**src/design/lfc_pkg.sv**
```systemverilog
// shared types, constants and functions of the log record framer
// no dependencies
`timescale 1ns / 1ps
`default_nettype none

package lfc_pkg;

  localparam logic [7:0]  START_MARK   = 8'hAA;
  localparam logic [7:0]  CRC_POLY     = 8'h07;
  localparam int          TABLE_IDS    = 61;
  localparam logic [14:0] THRESH_RESET = 15'd31744;

  localparam logic ACT_LOG   = 1'b0;
  localparam logic ACT_CLEAR = 1'b1;

  // byte positions inside a record
  localparam logic [4:0] POS_START = 5'd0;
  localparam logic [4:0] POS_LEN   = 5'd1;
  localparam logic [4:0] POS_ID    = 5'd2;

  typedef enum logic [0:0] {
    ST_IDLE,
    ST_EMIT
  } lfc_state_t;

  typedef struct packed {
    logic        action;
    logic [7:0]  msg_id;
    logic [63:0] arg_bytes_low;
    logic [47:0] arg_bytes_high;
  } in_word_t;

  typedef struct packed {
    logic        buffer_select;
    logic [14:0] byte_address;
    logic [7:0]  byte_value;
    logic        last_byte;
    logic        full_event;
    logic        full_buffer_select;
    logic        over_threshold;
  } out_word_t;

  // request from the sequencer to the buffer bookkeeping
  typedef struct packed {
    logic       log_en;
    logic       clear_en;
    logic [4:0] nbytes;
  } buf_req_t;

  // buffer state as it stands after the requested record
  typedef struct packed {
    logic sel;
    logic full_sel;
    logic over;
    logic swapped;
  } buf_rsp_t;

  // argument byte count per message id
  function automatic logic [3:0] arg_count(input logic [7:0] id);
    logic [3:0] c;
    c = 4'd0;
    case (id)
      8'd12, 8'd13, 8'd16, 8'd17, 8'd18, 8'd28, 8'd31, 8'd32, 8'd37, 8'd57:
        c = 4'd1;
      8'd8, 8'd14, 8'd20, 8'd22, 8'd24, 8'd26, 8'd45, 8'd58:
        c = 4'd2;
      8'd2, 8'd54, 8'd55, 8'd56, 8'd59:
        c = 4'd3;
      8'd1, 8'd36, 8'd60:
        c = 4'd4;
      8'd9:
        c = 4'd5;
      8'd44, 8'd46, 8'd47, 8'd48, 8'd49, 8'd50, 8'd51, 8'd52:
        c = 4'd6;
      8'd43, 8'd53:
        c = 4'd7;
      8'd30:
        c = 4'd10;
      8'd3:
        c = 4'd14;
      default:
        c = 4'd0;
    endcase
    return c;
  endfunction

  // one crc-8 byte update, msb first, no reflection
  function automatic logic [7:0] crc8_byte(input logic [7:0] crc, input logic [7:0] b);
    logic [7:0] c;
    c = crc ^ b;
    for (int k = 0; k < 8; k++) begin
      c = c[7] ? ((c << 1) ^ CRC_POLY) : (c << 1);
    end
    return c;
  endfunction

endpackage

`default_nettype wire

```
**src/design/lfc_crc8.sv**
```systemverilog
// crc-8 accumulator, one byte per cycle while upd is high
// depends on lfc_pkg
`timescale 1ns / 1ps
`default_nettype none

module lfc_crc8 (
  input  wire logic       clk,
  input  wire logic       clr,
  input  wire logic       upd,
  input  wire logic [7:0] data,
  output logic [7:0]      crc
);
  import lfc_pkg::*;

  logic [7:0] crc_r;
  logic [7:0] crc_nxt;

  // clear at record start, fold one byte per update
  always_comb begin
    crc_nxt = crc_r;
    if (clr) begin
      crc_nxt = 8'h00;
    end else if (upd) begin
      crc_nxt = crc8_byte(crc_r, data);
    end
  end

  always_ff @(posedge clk) begin
    crc_r <= crc_nxt;
  end

  assign crc = crc_r;

endmodule

`default_nettype wire

```
**src/design/lfc_buf_ctrl.sv**
```systemverilog
// ping-pong buffer bookkeeping: write indexes, swap and sticky flag
// depends on lfc_pkg
`timescale 1ns / 1ps
`default_nettype none

module lfc_buf_ctrl #(
  parameter int BUF_BYTES = 32768,
  parameter int IDX_W     = 15
) (
  input  wire logic                  clk,
  input  wire logic                  rst_n,
  input  wire logic                  cfg_wr_en,
  input  wire logic [14:0]           cfg_wr_data,
  input  wire lfc_pkg::buf_req_t     req,
  output lfc_pkg::buf_rsp_t          rsp,
  output logic [IDX_W-1:0]           start
);
  import lfc_pkg::*;

  localparam int CMP_W = (IDX_W > 15) ? IDX_W : 15;
  localparam logic [IDX_W:0] BUF_LIM = (IDX_W + 1)'(BUF_BYTES);

  logic [14:0]      thresh_r;
  logic             work_sel_r, work_sel_nxt;
  logic             full_sel_r, full_sel_nxt;
  logic             over_r, over_nxt;
  logic [IDX_W-1:0] idx_r [2];
  logic [IDX_W-1:0] idx_nxt [2];
  logic [IDX_W:0]   sum;
  logic [IDX_W-1:0] next_idx;
  logic             swap;

  // advance the working index with wrap and test against the threshold
  always_comb begin
    start    = idx_r[work_sel_r];
    sum      = {1'b0, start} + (IDX_W + 1)'(req.nbytes);
    next_idx = (sum >= BUF_LIM) ? IDX_W'(sum - BUF_LIM) : IDX_W'(sum);
    swap     = CMP_W'(next_idx) > CMP_W'(thresh_r);
  end

  // state update
  always_comb begin
    work_sel_nxt = work_sel_r;
    full_sel_nxt = full_sel_r;
    over_nxt     = over_r;
    idx_nxt[0]   = idx_r[0];
    idx_nxt[1]   = idx_r[1];
    if (req.clear_en) begin
      over_nxt = 1'b0;
    end else if (req.log_en) begin
      idx_nxt[work_sel_r] = next_idx;
      if (swap) begin
        over_nxt            = 1'b1;
        work_sel_nxt        = ~work_sel_r;
        full_sel_nxt        = work_sel_r;
        idx_nxt[work_sel_r] = '0;
      end
    end
  end

  always_ff @(posedge clk) begin
    if (!rst_n) begin
      thresh_r   <= THRESH_RESET;
      work_sel_r <= 1'b0;
      full_sel_r <= 1'b1;
      over_r     <= 1'b0;
      idx_r[0]   <= '0;
      idx_r[1]   <= '0;
    end else begin
      if (cfg_wr_en) begin
        thresh_r <= cfg_wr_data;
      end
      work_sel_r <= work_sel_nxt;
      full_sel_r <= full_sel_nxt;
      over_r     <= over_nxt;
      idx_r[0]   <= idx_nxt[0];
      idx_r[1]   <= idx_nxt[1];
    end
  end

  // values seen by every byte of the record being logged
  always_comb begin
    rsp.sel      = work_sel_r;
    rsp.full_sel = full_sel_nxt;
    rsp.over     = over_nxt;
    rsp.swapped  = swap;
  end

endmodule

`default_nettype wire

```
**src/design/log_record_framer_crc8.sv**
```systemverilog
// Log record framer with CRC-8 and two ping-pong buffers.
// Input channel in_valid/in_ready/in_data takes one event word: a log action
// with message id and argument bytes, or a clear of the over-threshold flag.
// Output channel out_valid/out_ready/out_data gives one byte write per word:
// buffer, address, value and the record flags.
// A logged record of N argument bytes gives N+4 output words, one per cycle
// while out_ready stays high; the first is registered after the state register
// has entered ST_EMIT. in_ready is low from acceptance until the crc byte has
// been loaded into the output register, so one record is emitted at a time; the
// byte sequencer feeds the crc unit one byte per step.
// A clear or an invalid id is taken while idle and gives no output.
// If out_ready is low the output register holds its word and the sequencer
// waits; nothing is dropped.
// cfg_wr_en/cfg_wr_data write the swap threshold; write only while idle.
// Synchronous active-low reset empties the output register, selects buffer 0
// for writing and buffer 1 as full, zeroes both write indexes and the flag,
// and restores the threshold to 31744.
// depends on lfc_pkg, lfc_crc8, lfc_buf_ctrl
`timescale 1ns / 1ps
`default_nettype none

module log_record_framer_crc8 #(
  parameter int BUF_BYTES     = 32768,
  parameter int MSG_IDS       = 61,
  parameter int MAX_ARG_BYTES = 14
) (
  input  wire logic                clk,
  input  wire logic                rst_n,
  input  wire logic                in_valid,
  output logic                     in_ready,
  input  wire lfc_pkg::in_word_t   in_data,
  output logic                     out_valid,
  input  wire logic                out_ready,
  output lfc_pkg::out_word_t       out_data,
  input  wire logic                cfg_wr_en,
  input  wire logic [14:0]         cfg_wr_data
);
  import lfc_pkg::*;

  localparam int IDX_W = $clog2(BUF_BYTES);
  localparam logic [IDX_W-1:0] ADDR_LAST = IDX_W'(BUF_BYTES - 1);

  lfc_state_t       state_r, state_nxt;
  logic             acc;
  logic             id_ok;
  logic [4:0]       cnt;
  buf_req_t         req;
  buf_rsp_t         rsp;
  logic [IDX_W-1:0] start;

  logic [4:0]       pos_r;
  logic [4:0]       nbytes_r;
  logic [7:0]       id_r;
  logic [111:0]     args_r;
  logic [IDX_W-1:0] addr_r;
  logic             sel_r, full_sel_r, over_r, swap_r;
  logic             out_valid_r;
  out_word_t        out_data_r;

  logic             step;
  logic             last_pos;
  logic             arg_pos;
  logic [7:0]       byte_val;
  logic [7:0]       crc;

  // decode the incoming event
  always_comb begin
    acc   = in_valid && in_ready;
    id_ok = (in_data.msg_id != 8'd0) && ({1'b0, in_data.msg_id} < 9'(MSG_IDS))
            && ({1'b0, in_data.msg_id} < 9'(TABLE_IDS));
    cnt   = {1'b0, arg_count(in_data.msg_id)};
    if (cnt > 5'(MAX_ARG_BYTES)) begin
      cnt = 5'(MAX_ARG_BYTES);
    end
    req.log_en   = acc && (in_data.action == ACT_LOG) && id_ok;
    req.clear_en = acc && (in_data.action == ACT_CLEAR);
    req.nbytes   = cnt + 5'd4;
  end

  lfc_buf_ctrl #(
    .BUF_BYTES (BUF_BYTES),
    .IDX_W     (IDX_W)
  ) u_buf (
    .clk         (clk),
    .rst_n       (rst_n),
    .cfg_wr_en   (cfg_wr_en),
    .cfg_wr_data (cfg_wr_data),
    .req         (req),
    .rsp         (rsp),
    .start       (start)
  );

  // next state
  always_comb begin
    state_nxt = state_r;
    case (state_r)
      ST_IDLE: begin
        if (req.log_en) begin
          state_nxt = ST_EMIT;
        end
      end
      ST_EMIT: begin
        if (step && last_pos) begin
          state_nxt = ST_IDLE;
        end
      end
      default: state_nxt = ST_IDLE;
    endcase
  end

  // sequencer outputs
  always_comb begin
    in_ready = 1'b0;
    step     = 1'b0;
    case (state_r)
      ST_IDLE: in_ready = 1'b1;
      ST_EMIT: step = !out_valid_r || out_ready;
      default: begin
        in_ready = 1'b0;
        step     = 1'b0;
      end
    endcase
  end

  // byte at the current record position
  always_comb begin
    last_pos = (pos_r == nbytes_r - 5'd1);
    arg_pos  = (pos_r > POS_ID) && !last_pos;
    if (last_pos) begin
      byte_val = crc;
    end else begin
      case (pos_r)
        POS_START: byte_val = START_MARK;
        POS_LEN:   byte_val = {3'b000, nbytes_r - 5'd1};
        POS_ID:    byte_val = id_r;
        default:   byte_val = args_r[7:0];
      endcase
    end
  end

  lfc_crc8 u_crc (
    .clk  (clk),
    .clr  (req.log_en),
    .upd  (step && ((pos_r == POS_ID) || arg_pos)),
    .data (byte_val),
    .crc  (crc)
  );

  // control registers
  always_ff @(posedge clk) begin
    if (!rst_n) begin
      state_r     <= ST_IDLE;
      out_valid_r <= 1'b0;
    end else begin
      state_r <= state_nxt;
      if (step) begin
        out_valid_r <= 1'b1;
      end else if (out_ready) begin
        out_valid_r <= 1'b0;
      end
    end
  end

  // record context, loaded at acceptance and walked one byte per step
  always_ff @(posedge clk) begin
    if (req.log_en) begin
      pos_r      <= POS_START;
      nbytes_r   <= req.nbytes;
      id_r       <= in_data.msg_id;
      args_r     <= {in_data.arg_bytes_high, in_data.arg_bytes_low};
      addr_r     <= start;
      sel_r      <= rsp.sel;
      full_sel_r <= rsp.full_sel;
      over_r     <= rsp.over;
      swap_r     <= rsp.swapped;
    end else if (step) begin
      pos_r  <= pos_r + 5'd1;
      addr_r <= (addr_r == ADDR_LAST) ? '0 : addr_r + IDX_W'(1);
      if (arg_pos) begin
        args_r <= args_r >> 8;
      end
    end
  end

  // output word register
  always_ff @(posedge clk) begin
    if (step) begin
      out_data_r.buffer_select      <= sel_r;
      out_data_r.byte_address       <= 15'(addr_r);
      out_data_r.byte_value         <= byte_val;
      out_data_r.last_byte          <= last_pos;
      out_data_r.full_event         <= last_pos && swap_r;
      out_data_r.full_buffer_select <= full_sel_r;
      out_data_r.over_threshold     <= over_r;
    end
  end

  assign out_valid = out_valid_r;
  assign out_data  = out_data_r;

endmodule

`default_nettype wire

```
**config.mk**
```make
export PLATFORM = sky130hd
export DESIGN_NAME = log_record_framer_crc8
export DESIGN_NICKNAME = d
export VERILOG_FILES = /design/src/design/lfc_pkg.sv /design/src/design/lfc_crc8.sv /design/src/design/lfc_buf_ctrl.sv /design/src/design/log_record_framer_crc8.sv
export SDC_FILE = /design/constraint.sdc
export NUM_CORES = 1
export LEC_CHECK = 0
export BUFFER_PORTS_ARGS = -buffer_cell sky130_fd_sc_hd__buf_2
export CORE_MARGIN = 1.5
export CORE_UTILIZATION = 48
export DETAILED_ROUTE_END_ITERATION = 8
export GPL_TIMING_DRIVEN = 0
export PLACE_DENSITY = 0.7
export SYNTH_ARGS = -nofsm -noshare
export SYNTH_HDL_FRONTEND = slang
export SYNTH_SLANG_ARGS = --single-unit
```
**constraint.sdc**
```tcl
create_clock -name clk -period 6.7 [get_ports clk]
set_input_delay 1.005 -clock clk [delete_from_list [all_inputs] [get_ports clk]]
set_output_delay 1.005 -clock clk [all_outputs]
set_load 0.05 [all_outputs]
```
# Word-level counts from Yosys, hierarchy flattened
# Memory sizes are Yosys's and may differ from the RTL's. A register that Yosys moved wholly into a read port is not among the register bits.
# Cells that the tools add are included.
# word_totals
regBits,205
mem_bits_rw,30
mem_bits_ro,256
input_bits,141
output_inout_bits,30
word_cells,127
mem_count,2
# classes
add_sub_neg,6
n_lt_le_gt_ge,7
eq_ne,4
mux,44
bitwise,18
reduce_logical,23
# mem_list
memory,depth,word_bits,rd,rd_clocked_by_memory_dff,write_ports,line_no,rtl
(no name shown),64,4,1,0,0,lfc_pkg.sv:62,case (id)
u_buf.idx_r,2,15,3,1,2,lfc_buf_ctrl.sv:27,logic [IDX_W-1:0] idx_r [2];
# op_table
operator,n
112-bit two-way mux,3
15-bit two-way mux,7
30-bit two-way mux,3
30-bit bitwise AND,1
30-bit bitwise mux,1
30-bit inverter,1
3-bit two-way mux,8
3-bit inverter,8
8-bit case mux with 3 select lines,1
15-bit by 5-bit adder with 16-bit output,1
"16-bit >= comparator, second input constant",1
1-bit two-way mux,16
"15-bit by 1-bit adder with 15-bit output, second input constant",1
15-bit demux with 1-bit select,1
"15-bit == test, second input constant",1
15-bit > comparator,1
"15-bit by 1-bit subtractor with 15-bit output, second input constant",1
1-bit logical AND,11
"8-bit by 6-bit < comparator with 1-bit output, second input constant",1
4-bit two-way mux,2
8-bit two-way mux,1
8-bit nonzero test,1
8-bit bitwise XOR,1
2-bit nonzero test,3
other kinds (20),26

# Logic depth before layout (Yosys ltp)
# logic_depth
ltp_word,20
ltp_mapped,28
depth_no_buf,27

# Cells and area by module
# Synthesis repeated with hierarchy kept, for this count alone.
# unflattened
hier_cells,1091
area_unflattened_um2,11512.3
# modules_own_cells
mod,n_inst,cells_each,area_per_inst_um2,seq_area_each_um2
log_record_framer_crc8,1,747,8197.9,5305.1
lfc_buf_ctrl,1,289,2742.6,980.9
lfc_crc8,1,55,571.8,160.2

# Worst setup path before layout
# Ideal clock, no wire load.
# synth_path
kind,input -> register
start,in in_data[115] (netlist name)
end,reg over_r (data pin)
setup_time_ns,0.262
t_arrival_ns,5.592
t_required_ns,6.438
path_slack_ns,0.846
cell_stages,24
path_buffers,3
path_cell_list,clkbuf_1 -> clkbuf_1 -> nor4b_1 -> a41oi_1 -> nor4_1 -> ha_1 -> a31oi_1 -> ha_1 -> fa_1 -> a21o_1 -> a21oi_1 -> o21bai_1 -> nand2_1 -> nor2_1 -> xnor2_1 -> ha_1 -> a21o_1 -> a21o_1 -> a21oi_1 -> o21ai_0 -> a2111oi_0 -> buf_2 -> nor3_1 -> or2_2
# synth_lines
item,line_no,rtl
from (decl),log_record_framer_crc8.sv:31,"input wire lfc_pkg::in_word_t in_data,"
to (signal assigned),log_record_framer_crc8.sv:174,over_r <= rsp.over;
to (decl),log_record_framer_crc8.sv:56,"logic sel_r, full_sel_r, over_r, swap_r;"

==> results.ini <==
[run_status]
status=finished clean

[flow_run]
maxCapViolCount=0

[die]
fp.dieH_um=158
io_pins=171
num_rows=56
initial_utilization_pct=49.0
die_w_um=158
die_area_mm2=0.0249
fp.coreArea_mm2=0.0235

[global_route]
grt_pass1_wl_um=40700
grt_overflow=0
first_global_vias=8127
grt_usage_pct=20.8
grt_max_degree=62
antenna_found_initial=3

[clocking]
clk_pin_slew_ns=0.06
clockBufferDepth=3
clock_sink_count=236
htreeDepth=1
cts_setup_buffers=0
cts_tree=built
cts-root-buf=clkbuf_16
cts_buffers=26
insertion_delay_ns=0.53

[timing]
max_freq_mhz=160
finalMaxSlewViolations=0
final-setup-viol-count=0
hold_viol_final=0
whs_ns=0.424
finalCritPeriodShare_pct=93.5
relSlewSlack_pct=19.8
timing.setup.tns_ns=0
tightest_slew_ns=1.20
clock_skew_ns=0.00883
period_minus_slack_ns=6.27
setup_ws_ns=0.433

[setup_path]
critPathBufInv=4
critPathCapture=over_r
ff2ff_path_depth=20
slowest_stage=a2111oi_1
cp.depth=25
setup.worst_path.class=input pin to flop
crit_path_start=in_data[114]
cp_top_family=compound AO/OA/AOI/OAI gates
worstSetupEndpointType=flop
start_kind=input pin
max_stage_delay_ns=0.48
worstPathArrival_ns=6.53
reg2reg_slack_ns=0.94
required_ns=6.96
r2r_end=over_r
worstPathMaxFanout=10

[synthesis]
synth_top_family_by_area=simple AND/OR/NAND/NOR gates
synth_fp_nets=1315
syn_inst=1139
ys_seq_area_share_pct=56.1
ys_types=77
synth_top_cell_area_share_pct=44.9
ys_warn_count=0
synth_xor_area_share_pct=5.15
synthSimpleGateAreaFrac_pct=19.3
syn_area_per_cell_um2=10.1
synth_common_cells=383 x nand2_1, 172 x edfxtp_1, 64 x dfxtp_1
ys_async_sr_fraction_pct=0
synth_top_area_cell=edfxtp_1
synthTopCellsByArea=edfxtp_1 45%, nand2_1 13%, dfxtp_1 11%
synthAdderAreaFrac_pct=3.87
ys.flop_type=edfxtp_1
ys_ff_latch=236
synthesis.area_mm2=0.0115
synth-edff-count=172
synth_mux_area_share_pct=2.76
synth_most_common_cell=nand2_1
synth_compound_area_share_pct=9.54

[detailed_routing]
first_pass_iters=5
drt_iter0_drc=577
drc=0
ant_nets=0
totalWireLength_um=26000
wl_per_cell_um=15.5
via_per_inst=5.11
num_vias=8587

[place]
placed_cells=1629
hpwl_um=18800
place_ws_ns=-0.260
gp_congestion=0.855
io_buffer_count=169

[pwr]
power_density_mw_per_mm2=301
power_w=0.00414
p_leak_nw=5.68
vdd_drop_max_mv=0.268

[final_layout]
drive_above_1_share_pct=17.9
nets=1513
synthToLayoutAreaGrowth_pct=19.5
layout.cells.non_filler=1679

[hold_path]
hold_path.class=flop to flop
hold_start=over_r

==> worst min-delay path by stage <==
stage                   end  slack (ns)  cells after the start
6_report        out_data[0]        0.42                      0
3_3_place_gp   out_data[27]        0.41                      0
2_1_floorplan   out_data[0]        0.40                      0
3_5_place_dp    out_data[0]        0.41                      0
4_1_cts         out_data[0]        0.42                      0
5_1_grt         out_data[0]        0.42                      0
==> layout by cell type, fill, tap and decap left out, drive strengths merged, types with 4 or more instances in the layout <==
master / synthesis / final
o22ai: 9 / 9
and2: 12 / 12
a21boi: 28 / 28
o21ai: 24 / 24
mux2: 6 / 6
nand3: 16 / 16
clkinv: 2 / 11
ha: 34 / 34
a31oi: 5 / 5
xor2: 24 / 24
dfxtp: 64 / 64
nand4: 7 / 7
nand2b: 6 / 6
bufinv: 0 / 6
nand2: 383 / 383
a21oi: 17 / 17
a21o: 6 / 6
edfxtp: 172 / 172
inv: 38 / 38
o211ai: 34 / 34
mux2i: 25 / 25
nor4: 6 / 6
buf: 16 / 186
nor3: 9 / 9
nor2: 51 / 51
xnor3: 4 / 4
clkbuf: 44 / 74
nor2b: 14 / 14
xnor2: 28 / 28
o31ai: 6 / 6
==> worst register-to-register path: stages, from the launching register on <==
cell,delay (ns)
dfxtp_1,0.30
buf_2,0.25
buf_1,0.58
mux2_2,0.43
ha_1,0.21
fa_1,0.41
a21o_1,0.17
a21oi_1,0.23
o21bai_1,0.16
nand2_1,0.15
nor2_1,0.07
xnor2_1,0.30
ha_1,0.31
a21o_1,0.18
a21o_1,0.17
a21oi_1,0.12
o21ai_0,0.13
a2111oi_1,0.48
buf_2,0.31
nor3_1,0.16
or2_2,0.36
==> final cells by class <==
class / instances / area (µm²)
Antenna cell: 3 / 7.51
Fill cell: 1970 / 9730
Buffer: 59 / 234
Timing Repair Buffer: 171 / 888
Inverter: 40 / 150
Clock buffer: 30 / 697
Multi-Input combinational cell: 803 / 4680
Tap cell: 319 / 399
Clock inverter: 18 / 239
Sequential cell: 236 / 6450
==> layer usage <==
metal  share of wire (%)  vias up  wire, µm  GRT usage [%]
li1                    -     4330         -              -
met1                  45     3981     11700           28.8
met2                  47      243     12200           33.8
met3                 6.8       33      1760           4.13
met4                 1.5        0       382           4.49
met5                   0        -         0              0
==> through the flow <==
stage          util [%]  cell area [µm²]
5_1_grt            58.5            13700
2_1_floorplan         -            11500
6_report           58.6            13700
3_3_place_gp       54.3            12700
4_1_cts            58.5            13700
3_5_place_dp       54.5            12800
==> timing repair <==
item                                    CTS  global route
gates resized for setup                   0             5
endpoints found under the setup margin    0            23
hold buffers                              0             0
==> report_power, final <==
| group | total, W | switching, W | internal (W) |
|---|---|---|---|
| Clock | 0.00156 | 0.000584 | 0.000972 |
| Sequential | 0.00169 | 0.0000454 | 0.00165 |
| Combinational | 0.000889 | 0.000476 | 0.000413 |
| Total | 0.00414 | 0.00110 | 0.00303 |
==> kinds of logic (layout without fill, tap and decap cells) <==
| kind of cell | count (synthesis) | after routing |
|---|---|---|
| compound gates | 156 | 156 |
| xor+xnor | 57 | 57 |
| fa+ha+maj | 35 | 35 |
| buf+inv | 100 | 318 |
| flops | 236 | 236 |
| mux | 31 | 31 |
| other cells | 0 | 3 |
| simple gates | 524 | 524 |
(Power assumes the default switching activity.)
